File: src/sv/sonar_serial_range_frame_parser_unit_defines.svh
// Assertion macros shared by the range frame parser RTL.
// Each macro expects signals named clk and rst in the scope where it is used.
`ifndef SONAR_SERIAL_RANGE_FRAME_PARSER_UNIT_DEFINES_SVH
`define SONAR_SERIAL_RANGE_FRAME_PARSER_UNIT_DEFINES_SVH

// Same-cycle implication, checked at every rising edge outside reset.
`define SSRFP_ASSERT_IMP(name, ante, cons, msg) \
  name: assert property (@(posedge clk) disable iff (rst) (ante) |-> (cons)) \
    else $error(msg);

// Next-cycle implication, checked at every rising edge outside reset.
`define SSRFP_ASSERT_NXT(name, ante, cons, msg) \
  name: assert property (@(posedge clk) disable iff (rst) (ante) |=> (cons)) \
    else $error(msg);

`endif

File: src/sv/ssrfp_pkg.sv
// Shared types, codes and character constants for the range frame parser.
// No dependencies; ssrfp_frame_check, ssrfp_seq and the top level import this package.
package ssrfp_pkg;

  // Result status codes.
  typedef enum logic [2:0] {
    ST_OK          = 3'd0,
    ST_NOT_ENABLED = 3'd1,
    ST_BUSY        = 3'd2,
    ST_DIGIT_ERR   = 3'd3,
    ST_BAD_FRAME   = 3'd4
  } status_t;

  // Request kinds carried by the req_type field.
  localparam logic REQ_START = 1'b0;
  localparam logic REQ_BYTE  = 1'b1;

  // Frame characters.
  localparam logic [7:0] CHAR_R    = 8'h52;
  localparam logic [7:0] CHAR_CR   = 8'h0D;
  localparam logic [7:0] CHAR_ZERO = 8'h30;
  localparam logic [7:0] CHAR_NINE = 8'h39;

  localparam int RANGE_W = 10;

  // One input item as seen by the sequencer once it leaves the input register.
  typedef struct packed {
    logic       go;
    logic       req_type;
    logic [7:0] rx_byte;
  } step_t;

  // The result that the current item produces, if any.
  typedef struct packed {
    logic               emit;
    status_t            status;
    logic [RANGE_W-1:0] range_inches;
    logic               trigger_pulse;
  } res_t;

  // Decimal weight of a digit position: hundreds first.
  function automatic logic [6:0] digit_weight(input int unsigned k);
    logic [6:0] w;
    case (k)
      0:       w = 7'd100;
      1:       w = 7'd10;
      default: w = 7'd1;
    endcase
    return w;
  endfunction

endpackage

File: src/sv/ssrfp_if.sv
// Valid/ready channel interfaces of the range frame parser.
// Depends on nothing; used by the top level of the block.

// Request channel: start commands and received serial bytes.
interface ssrfp_req_if;
  logic       valid;
  logic       ready;
  logic       req_type;
  logic [7:0] rx_byte;
  modport source (output valid, output req_type, output rx_byte, input ready);
  modport sink   (input valid, input req_type, input rx_byte, output ready);
endinterface

// Result channel.
interface ssrfp_res_if;
  logic       valid;
  logic       ready;
  logic [2:0] status;
  logic [9:0] range_inches;
  logic       trigger_pulse;
  modport source (output valid, output status, output range_inches, output trigger_pulse,
                  input ready);
  modport sink   (input valid, input status, input range_inches, input trigger_pulse,
                  output ready);
endinterface

// Configuration write channel for the enable register.
interface ssrfp_cfg_if;
  logic valid;
  logic ready;
  logic sensor_enabled;
  modport source (output valid, output sensor_enabled, input ready);
  modport sink   (input valid, input sensor_enabled, output ready);
endinterface

File: src/sv/ssrfp_frame_check.sv
// Combinational check and decode of a completed range frame.
// Depends on ssrfp_pkg for status codes, characters and digit weights.
module ssrfp_frame_check import ssrfp_pkg::*; #(
  parameter int FRAME_LEN   = 5,
  parameter int DIGIT_COUNT = 3
) (
  input  logic [FRAME_LEN-2:0][7:0] frame,
  input  logic [7:0]                last_byte,
  output status_t                   status,
  output logic [RANGE_W-1:0]        range_inches
);

  logic [DIGIT_COUNT-1:0]      dig_ok;
  logic [DIGIT_COUNT-1:0][3:0] dig_val;
  logic [RANGE_W-1:0]          acc;
  logic                        frame_ok;

  // Per-digit classification; a digit slot that reaches the end byte is never a digit.
  for (genvar k = 0; k < DIGIT_COUNT; k++) begin : g_digit
    if (k + 1 < FRAME_LEN - 1) begin : g_in
      assign dig_ok[k]  = (frame[k+1] >= CHAR_ZERO) && (frame[k+1] <= CHAR_NINE);
      assign dig_val[k] = frame[k+1][3:0];
    end else begin : g_out
      assign dig_ok[k]  = 1'b0;
      assign dig_val[k] = 4'd0;
    end
  end

  // Weighted sum of the digits, hundreds first.
  always_comb begin
    acc = '0;
    for (int k = 0; k < DIGIT_COUNT; k++) begin
      acc = acc + RANGE_W'(RANGE_W'(dig_val[k]) * RANGE_W'(digit_weight(k)));
    end
  end

  // The framing bytes take precedence over the digits.
  assign frame_ok = (frame[0] == CHAR_R) && (last_byte == CHAR_CR);

  always_comb begin
    if (!frame_ok) begin
      status       = ST_BAD_FRAME;
      range_inches = '0;
    end else if (!(&dig_ok)) begin
      status       = ST_DIGIT_ERR;
      range_inches = '0;
    end else begin
      status       = ST_OK;
      range_inches = acc;
    end
  end

endmodule

File: src/sv/ssrfp_seq.sv
// Capture state, frame buffer and per-item result decision of the parser.
// Depends on ssrfp_pkg, ssrfp_frame_check and the assertion macro header.
`include "sonar_serial_range_frame_parser_unit_defines.svh"

module ssrfp_seq import ssrfp_pkg::*; #(
  parameter int FRAME_LEN   = 5,
  parameter int DIGIT_COUNT = 3
) (
  input  logic  clk,
  input  logic  rst,
  input  logic  enabled,
  input  step_t step,
  output res_t  step_res
);

  localparam int FI_W = $clog2(FRAME_LEN);
  localparam int BW   = $clog2(FRAME_LEN - 1);

  logic                      capture_armed;
  logic                      capture_armed_next;
  logic [FI_W-1:0]           frame_index;
  logic [FI_W-1:0]           frame_index_next;
  logic [FRAME_LEN-2:0][7:0] frame_bytes;
  logic                      wr_en;
  logic                      is_last;
  status_t                   chk_status;
  logic [RANGE_W-1:0]        chk_range;

  // The final byte is checked straight from the input, so it is never stored.
  ssrfp_frame_check #(
    .FRAME_LEN   (FRAME_LEN),
    .DIGIT_COUNT (DIGIT_COUNT)
  ) u_check (
    .frame        (frame_bytes),
    .last_byte    (step.rx_byte),
    .status       (chk_status),
    .range_inches (chk_range)
  );

  assign is_last = (frame_index == FI_W'(FRAME_LEN - 1));

  // Result and next state for the item currently held in the input register.
  always_comb begin
    step_res           = '{emit: 1'b0, status: ST_OK, range_inches: '0, trigger_pulse: 1'b0};
    capture_armed_next = capture_armed;
    frame_index_next   = frame_index;
    wr_en              = 1'b0;
    if (step.req_type == REQ_START) begin
      step_res.emit = 1'b1;
      if (!enabled) begin
        step_res.status = ST_NOT_ENABLED;
      end else if (capture_armed) begin
        step_res.status = ST_BUSY;
      end else begin
        step_res.trigger_pulse = 1'b1;
        capture_armed_next     = 1'b1;
        frame_index_next       = '0;
      end
    end else if (capture_armed) begin
      if (is_last) begin
        step_res.emit         = 1'b1;
        step_res.status       = chk_status;
        step_res.range_inches = chk_range;
        capture_armed_next    = 1'b0;
        frame_index_next      = '0;
      end else begin
        wr_en            = 1'b1;
        frame_index_next = frame_index + FI_W'(1);
      end
    end
  end

  // Capture state register.
  always_ff @(posedge clk) begin
    if (rst) begin
      capture_armed <= 1'b0;
      frame_index   <= '0;
    end else if (step.go) begin
      capture_armed <= capture_armed_next;
      frame_index   <= frame_index_next;
    end
  end

  // Frame buffer; only the bytes before the end byte are kept.
  always_ff @(posedge clk) begin
    if (step.go && wr_en) begin
      frame_bytes[frame_index[BW-1:0]] <= step.rx_byte;
    end
  end

  `SSRFP_ASSERT_IMP(a_idle_index_zero, !capture_armed, frame_index == '0,
    "frame index not zero while capture is disarmed")
  `SSRFP_ASSERT_NXT(a_start_arms,
    step.go && step.req_type == REQ_START && enabled && !capture_armed,
    capture_armed && frame_index == '0, "accepted start did not arm capture")
  `SSRFP_ASSERT_NXT(a_last_disarms,
    step.go && step.req_type == REQ_BYTE && capture_armed && is_last,
    !capture_armed, "completed frame did not disarm capture")

endmodule

File: src/sv/sonar_serial_range_frame_parser_unit.sv
// Top level of the serial range frame parser: input register, sequencer, result register.
// Depends on ssrfp_pkg, the channel interfaces in ssrfp_if.sv, ssrfp_seq and the macro header.
//
// Usage. The req channel carries start commands (req_type 0) and received serial bytes
// (req_type 1). A start gives one result: not enabled, busy, or ok with trigger_pulse set.
// Bytes are captured only while a measurement is armed; the byte that completes a frame
// of FRAME_LEN bytes gives one result with the range in inches, a digit error or a bad
// frame status. Other bytes give no result. The cfg channel writes sensor_enabled and is
// always ready; the user must write it only while the block is idle. The block does
// not enforce this. Timing. An item is registered in the input register when accepted,
// and its result is registered in the result register when the item moves on. The block
// accepts one item per cycle unless stalled; the decision for an item is one short pass
// through the sequencer and frame check between the input and result registers.
// Stalls. While the result register holds an item that is not taken, an item that would
// give a result waits in the input register and req.ready falls; an item that gives no
// result still passes. Reset clears the enable, disarms capture and empties both
// registers; the frame buffer needs no clearing.
`include "sonar_serial_range_frame_parser_unit_defines.svh"

module sonar_serial_range_frame_parser_unit import ssrfp_pkg::*; #(
  parameter int FRAME_LEN   = 5,
  parameter int DIGIT_COUNT = 3
) (
  input  logic        clk,
  input  logic        rst,
  ssrfp_cfg_if.sink   cfg,
  ssrfp_req_if.sink   req,
  ssrfp_res_if.source res
);

  logic               sensor_enabled;
  logic               s1_valid;
  logic               s1_req_type;
  logic [7:0]         s1_rx_byte;
  logic               s1_go;
  logic               res_valid;
  status_t            res_status;
  logic [RANGE_W-1:0] res_range;
  logic               res_trigger;
  step_t              step;
  res_t               step_res;

  // Enable register.
  assign cfg.ready = 1'b1;

  always_ff @(posedge clk) begin
    if (rst) begin
      sensor_enabled <= 1'b0;
    end else if (cfg.valid) begin
      sensor_enabled <= cfg.sensor_enabled;
    end
  end

  // The held item moves on when it gives no result or the result register can take it.
  assign s1_go     = s1_valid && (!res_valid || res.ready || !step_res.emit);
  assign req.ready = !s1_valid || s1_go;

  assign step = '{go: s1_go, req_type: s1_req_type, rx_byte: s1_rx_byte};

  ssrfp_seq #(
    .FRAME_LEN   (FRAME_LEN),
    .DIGIT_COUNT (DIGIT_COUNT)
  ) u_seq (
    .clk      (clk),
    .rst      (rst),
    .enabled  (sensor_enabled),
    .step     (step),
    .step_res (step_res)
  );

  // Input register.
  always_ff @(posedge clk) begin
    if (rst) begin
      s1_valid <= 1'b0;
    end else if (req.valid && req.ready) begin
      s1_valid <= 1'b1;
    end else if (s1_go) begin
      s1_valid <= 1'b0;
    end
  end

  always_ff @(posedge clk) begin
    if (req.valid && req.ready) begin
      s1_req_type <= req.req_type;
      s1_rx_byte  <= req.rx_byte;
    end
  end

  // Result register.
  always_ff @(posedge clk) begin
    if (rst) begin
      res_valid <= 1'b0;
    end else if (s1_go && step_res.emit) begin
      res_valid <= 1'b1;
    end else if (res.ready) begin
      res_valid <= 1'b0;
    end
  end

  always_ff @(posedge clk) begin
    if (s1_go && step_res.emit) begin
      res_status  <= step_res.status;
      res_range   <= step_res.range_inches;
      res_trigger <= step_res.trigger_pulse;
    end
  end

  assign res.valid         = res_valid;
  assign res.status        = res_status;
  assign res.range_inches  = res_range;
  assign res.trigger_pulse = res_trigger;

  `SSRFP_ASSERT_IMP(a_no_overwrite, res_valid && !res.ready, !(s1_go && step_res.emit),
    "result register overwritten while stalled")
  `SSRFP_ASSERT_IMP(a_silent_item_passes, s1_valid && !step_res.emit, s1_go,
    "item without a result was held back")
  `SSRFP_ASSERT_IMP(a_trigger_only_ok, res_valid && res_trigger,
    res_status == ST_OK && res_range == '0, "trigger pulse on a non-start result")

endmodule
File: src/flat_wrapper.sv
// flat-port wrapper written by rule: the top's interface ports become plain ports
module sonar_serial_range_frame_parser_unit_flat import ssrfp_pkg::*;
#(
  parameter int FRAME_LEN   = 5,
  parameter int DIGIT_COUNT = 3
)
  (clk, rst, cfg_valid, cfg_sensor_enabled, cfg_ready, req_valid, req_req_type, req_rx_byte, req_ready, res_valid, res_status, res_range_inches, res_trigger_pulse, res_ready);
  ssrfp_cfg_if cfg_i ();
  ssrfp_req_if req_i ();
  ssrfp_res_if res_i ();
  input  logic clk;
  input  logic rst;
  input wire logic [$bits(cfg_i.valid)-1:0] cfg_valid;
  input wire logic [$bits(cfg_i.sensor_enabled)-1:0] cfg_sensor_enabled;
  output wire logic [$bits(cfg_i.ready)-1:0] cfg_ready;
  input wire logic [$bits(req_i.valid)-1:0] req_valid;
  input wire logic [$bits(req_i.req_type)-1:0] req_req_type;
  input wire logic [$bits(req_i.rx_byte)-1:0] req_rx_byte;
  output wire logic [$bits(req_i.ready)-1:0] req_ready;
  output wire logic [$bits(res_i.valid)-1:0] res_valid;
  output wire logic [$bits(res_i.status)-1:0] res_status;
  output wire logic [$bits(res_i.range_inches)-1:0] res_range_inches;
  output wire logic [$bits(res_i.trigger_pulse)-1:0] res_trigger_pulse;
  input wire logic [$bits(res_i.ready)-1:0] res_ready;
  assign cfg_i.valid = cfg_valid;
  assign cfg_i.sensor_enabled = cfg_sensor_enabled;
  assign cfg_ready = cfg_i.ready;
  assign req_i.valid = req_valid;
  assign req_i.req_type = req_req_type;
  assign req_i.rx_byte = req_rx_byte;
  assign req_ready = req_i.ready;
  assign res_valid = res_i.valid;
  assign res_status = res_i.status;
  assign res_range_inches = res_i.range_inches;
  assign res_trigger_pulse = res_i.trigger_pulse;
  assign res_i.ready = res_ready;
  sonar_serial_range_frame_parser_unit #(.FRAME_LEN(FRAME_LEN), .DIGIT_COUNT(DIGIT_COUNT)) u_core (.clk(clk), .rst(rst), .cfg(cfg_i), .req(req_i), .res(res_i));
endmodule
File: config.mk
export PLATFORM = sky130hd
export DESIGN_NAME = sonar_serial_range_frame_parser_unit_flat
export DESIGN_NICKNAME = d
export VERILOG_FILES = /design/src/sv/ssrfp_pkg.sv /design/src/sv/ssrfp_if.sv /design/src/sv/ssrfp_frame_check.sv /design/src/sv/ssrfp_seq.sv /design/src/sv/sonar_serial_range_frame_parser_unit.sv /design/src/flat_wrapper.sv
export VERILOG_INCLUDE_DIRS = /design/src /design/src/sv
export SDC_FILE = /design/constraint.sdc
export NUM_CORES = 1
export LEC_CHECK = 0
export BUFFER_PORTS_ARGS = -buffer_cell sky130_fd_sc_hd__clkbuf_2
export CAP_MARGIN = 5
export CORE_MARGIN = 2
export CORE_UTILIZATION = 58
export DETAILED_ROUTE_END_ITERATION = 16
export GPL_TIMING_DRIVEN = 0
export PLACE_DENSITY_LB_ADDON = 0.08
export SLEW_MARGIN = 0
export SYNTH_ARGS = -nofsm -noshare
export SYNTH_HDL_FRONTEND = slang
export SYNTH_SLANG_ARGS = --single-unit
File: constraint.sdc
create_clock -name clk -period 3.5 [get_ports clk]
set_input_delay 0.175 -clock clk [delete_from_list [all_inputs] [get_ports clk]]
set_output_delay 0.175 -clock clk [all_outputs]
set_load 0.03 [all_outputs]
==> reports/qor.csv <==
stage;metric;value;unit
run_status;status;finished clean;
detailed_routing;detailroute.via_count;1837;
critical_path;cp_max_fo;5;
run;maxCapViolations;0;
placed_design;detailedPlacementHpwl;3350;um
critical_path;worstReg2RegEnd;u_core.res.range_inches[8];
clock_tree;path_clk_slew;70;ps
timing;worst_slew_margin_rel;40.7;%
timing;fmaxAchievable;318;MHz
clock_tree;cts_repair_resize_count;0;
critical_path;worstSetupPathType;flop to flop;
cells_and_area;commonest_non_fill_non_tap_cells_in_the_layout;55 x sky130_fd_sc_hd__edfxtp_1, 32 x sky130_fd_sc_hd__ha_1, 30 x sky130_fd_sc_hd__clkbuf_2, 23 x sky130_fd_sc_hd__inv_1;
timing;post-route-period-util;90.0;%
yosys;ys_async_sr_fraction;0;%
cells_and_area;num_antenna_cells;0;
timing;final-setup-viol-count;0;
timing;worst_clock_skew;4.07;ps
die;placement_rows;26;
die;initial_core_util;59.8;%
yosys;synth-main-ff-cell;sky130_fd_sc_hd__edfxtp_1;
global_routing;grt_first_pass_wirelength;7750;um
yosys;synth_cell_types;41;
cells_and_area;layout.nets;328;
yosys;syn-cell-area;0.00306;mm^2
yosys;syn_avg_cell_area;13.3;um^2
yosys;post_synth_inst_count;229;
clock_tree;numClockSinks;62;
critical_path;reg2reg_slack;350;ps
pwr;cellLeakagePower;1.46;nW
global_routing;grt_remaining_overflow;0;
clock_tree;clock_insertion_delay_worst_skew;340;ps
critical_path;timing.critical_path.from_type;flop;
clock_tree;cts-root-buf;sky130_fd_sc_hd__clkbuf_8;
yosys;synth.yosys.seq_area_share;58.6;%
clock_tree;cts.repair_timing.setup_buffer_count;0;
hold_path;hold_path_depth;1;
die;core-area;0.00511;mm^2
die;floorplan.io_pins;32;
cells_and_area;syn_to_final_growth;17.7;%
detailed_routing;route.detailed.vias_per_inst;5.23;
placed_design;numPortBuffers;30;
critical_path;crit_path_end;u_core.res.range_inches[8];
detailed_routing;drtPass1Iterations;4;
placed_design;globalplace.congestion;0.803;
global_routing;via_count_of_the_first_global_routing_pass;1759;
pwr;power-per-cell-area;455;mW/mm^2
critical_path;startpoint;u_core.u_seq.frame_bytes[17];
timing;final_max_slew_viol_count;0;
cells_and_area;layout.cells.most_common;sky130_fd_sc_hd__edfxtp_1;
die;die_y;76.6;um
timing;setup-tns-final;0;ps
clock_tree;max-clock-path-buffers;2;
critical_path;cp.required;3590;ps
cells_and_area;stdcell_area;0.00360;mm^2
critical_path;critPathArrivalTime;3240;ps
yosys;yosysWarningCount;0;
critical_path;worst_r2r_startpoint;u_core.u_seq.frame_bytes[17];
global_routing;initial_antenna_violation_count;0;
pwr;p_total;1.64;mW
timing;fin_crit;3150;ps
clock_tree;htree_num_levels;3;
detailed_routing;post_drt_wl_per_cell;13.3;um
yosys;synth_fp_nets;281;
pwr;vdd_drop_max;0.431;mV
die;chipWidth;76.6;um
placed_design;place_area;0.00329;mm^2
timing;grt_setup_unrepaired;false;
detailed_routing;drt_first_iter_violations;21;
yosys;number_of_enable_flip_flop_cells_after_synthesis;55;
die;design.die.area;0.00587;mm^2
detailed_routing;drtAntennaViolNets;0;
cells_and_area;share_of_post_route_cells_with_drive_strength_above_1;19.9;%
timing;max_slew.worst_pin.slew;885;ps
detailed_routing;drt_wl_total;4680;um
hold_path;path_category_of_the_worst_min_delay_check;input port to flop;
timing;final_hold_viol_count;0;
critical_path;worst-r2r-cell-count;11;
detailed_routing;route.detailed.drc;0;
global_routing;track_usage;17.2;%
clock_tree;cts_tree;yes;
global_routing;grt_max_degree;15;
yosys;postSynthRegisterBits;62;
clock_tree;numCtsBuffers;9;
critical_path;critPathCaptureType;flop;
==> worst min path at each step <==
stage	endpoint	slack, ps	start
after CTS	u_core.s1_rx_byte[7]	0.1	req_rx_byte[7]
final	u_core.s1_rx_byte[7]	10	req_rx_byte[7]
after global routing	u_core.s1_rx_byte[7]	7	req_rx_byte[7]
after global placement	u_core.s1_req_type	350	req_req_type
after detailed placement	u_core.s1_rx_byte[1]	350	req_rx_byte[1]
after floorplan	u_core.s1_valid	240	rst
==> kinds of logic (layout without fill, tap and decap cells) <==
kind of cell	after synthesis	after routing	synth area share [%]
other	1	1	0.123
adder cells (fa/ha/maj)	37	37	16.4
AND/OR/NAND/NOR	65	65	13.3
multiplexers	1	1	0.327
XOR/XNOR	6	6	1.72
AO/OA/AOI/OAI	31	31	5.98
buffers and inverters	26	78	3.56
flip-flops	62	62	58.6
==> layout make-up <==
class	instances	area [um^2]
buffer	3	22.5
clock buffer	9	124
clock inverter	7	120
fill	358	1510
inverter	23	86.3
multi-input combinational	141	1160
sequential	62	1790
tap	70	87.6
timing repair buffer	36	210
==> cell usage after synthesis, types with 3 or more instances <==
cell type | instances | area [um^2]
sky130_fd_sc_hd__ha_1 | 32 | 400
sky130_fd_sc_hd__nor2_1 | 13 | 48.8
sky130_fd_sc_hd__fa_1 | 5 | 100
sky130_fd_sc_hd__a21oi_1 | 13 | 65.1
sky130_fd_sc_hd__edfxtp_1 | 55 | 1650
sky130_fd_sc_hd__dfxtp_1 | 7 | 140
sky130_fd_sc_hd__nor2b_1 | 4 | 25.0
sky130_fd_sc_hd__nand4_1 | 4 | 25.0
sky130_fd_sc_hd__and3_1 | 6 | 37.5
sky130_fd_sc_hd__nor3_2 | 3 | 30.0
sky130_fd_sc_hd__xnor2_1 | 4 | 35.0
sky130_fd_sc_hd__nand2b_1 | 3 | 18.8
sky130_fd_sc_hd__o21ai_0 | 6 | 30.0
sky130_fd_sc_hd__o21ai_1 | 3 | 15.0
sky130_fd_sc_hd__nand2_1 | 9 | 33.8
sky130_fd_sc_hd__nor3b_1 | 3 | 22.5
sky130_fd_sc_hd__inv_1 | 23 | 86.3
sky130_fd_sc_hd__nand3_1 | 7 | 35.0
==> power by group <==
part	switching [mW]	leakage [nW]	internal, mW	total [mW]
Sequential	0.0125	0.565	0.817	0.829
Clock	0.288	0.120	0.476	0.764
Combinational	0.0249	0.770	0.0186	0.0435
Total	0.326	1.46	1.31	1.64
==> metrics by stage <==
stage	cells	util [%]	hold slack, ps	setup slack (ps)
3_5_place_dp	329	64.5	354	341
5_1_grt	351	70.5	6.81	144
2_1_floorplan	229	-	244	519
3_3_place_gp	329	64.5	352	368
6_report	351	70.5	12.9	351
4_1_cts	351	70.5	0.143	332
==> flip-flops by register name, summed over array words and instances, names as in the netlist <==
signal	count
u_core.res.trigger_pulse	1
u_core.s1_rx_byte	8
u_core.u_seq.frame_index	3
u_core.res.valid	1
u_core.u_seq.frame_bytes	32
u_core.s1_req_type	1
u_core.s1_valid	1
u_core.u_seq.capture_armed	1
u_core.res.range_inches	10
u_core.sensor_enabled	1
u_core.res.status	3
==> layer usage <==
metal,vias up,part of all wire (%),GRT usage (%),wire length (um)
met5,-,0,0,0
met3,12,3.2,3.91,148
li1,925,-,-,-
met1,870,43,19.6,2030
met2,30,51,30.2,2410
met4,0,2.2,8.73,104
==> worst max-delay path, stage by stage, from the launching register on <==
cell and delay (ps):
sky130_fd_sc_hd__edfxtp_1 440, sky130_fd_sc_hd__ha_1 320, sky130_fd_sc_hd__ha_1 230, sky130_fd_sc_hd__fa_1 380, sky130_fd_sc_hd__xor2_1 150, sky130_fd_sc_hd__ha_1 300, sky130_fd_sc_hd__ha_1 350, sky130_fd_sc_hd__o21a_1 120
sky130_fd_sc_hd__o31a_1 120, sky130_fd_sc_hd__o21ai_0 190, sky130_fd_sc_hd__nor3b_1 250, sky130_fd_sc_hd__nor3_2 50
==> repair_timing <==
action                                  in CTS  in global routing
endpoints found under the setup margin       0                  0
hold endpoints to repair                     6                  0
hold buffers                                 6                  0
Power figures use the tool's default switching activity.
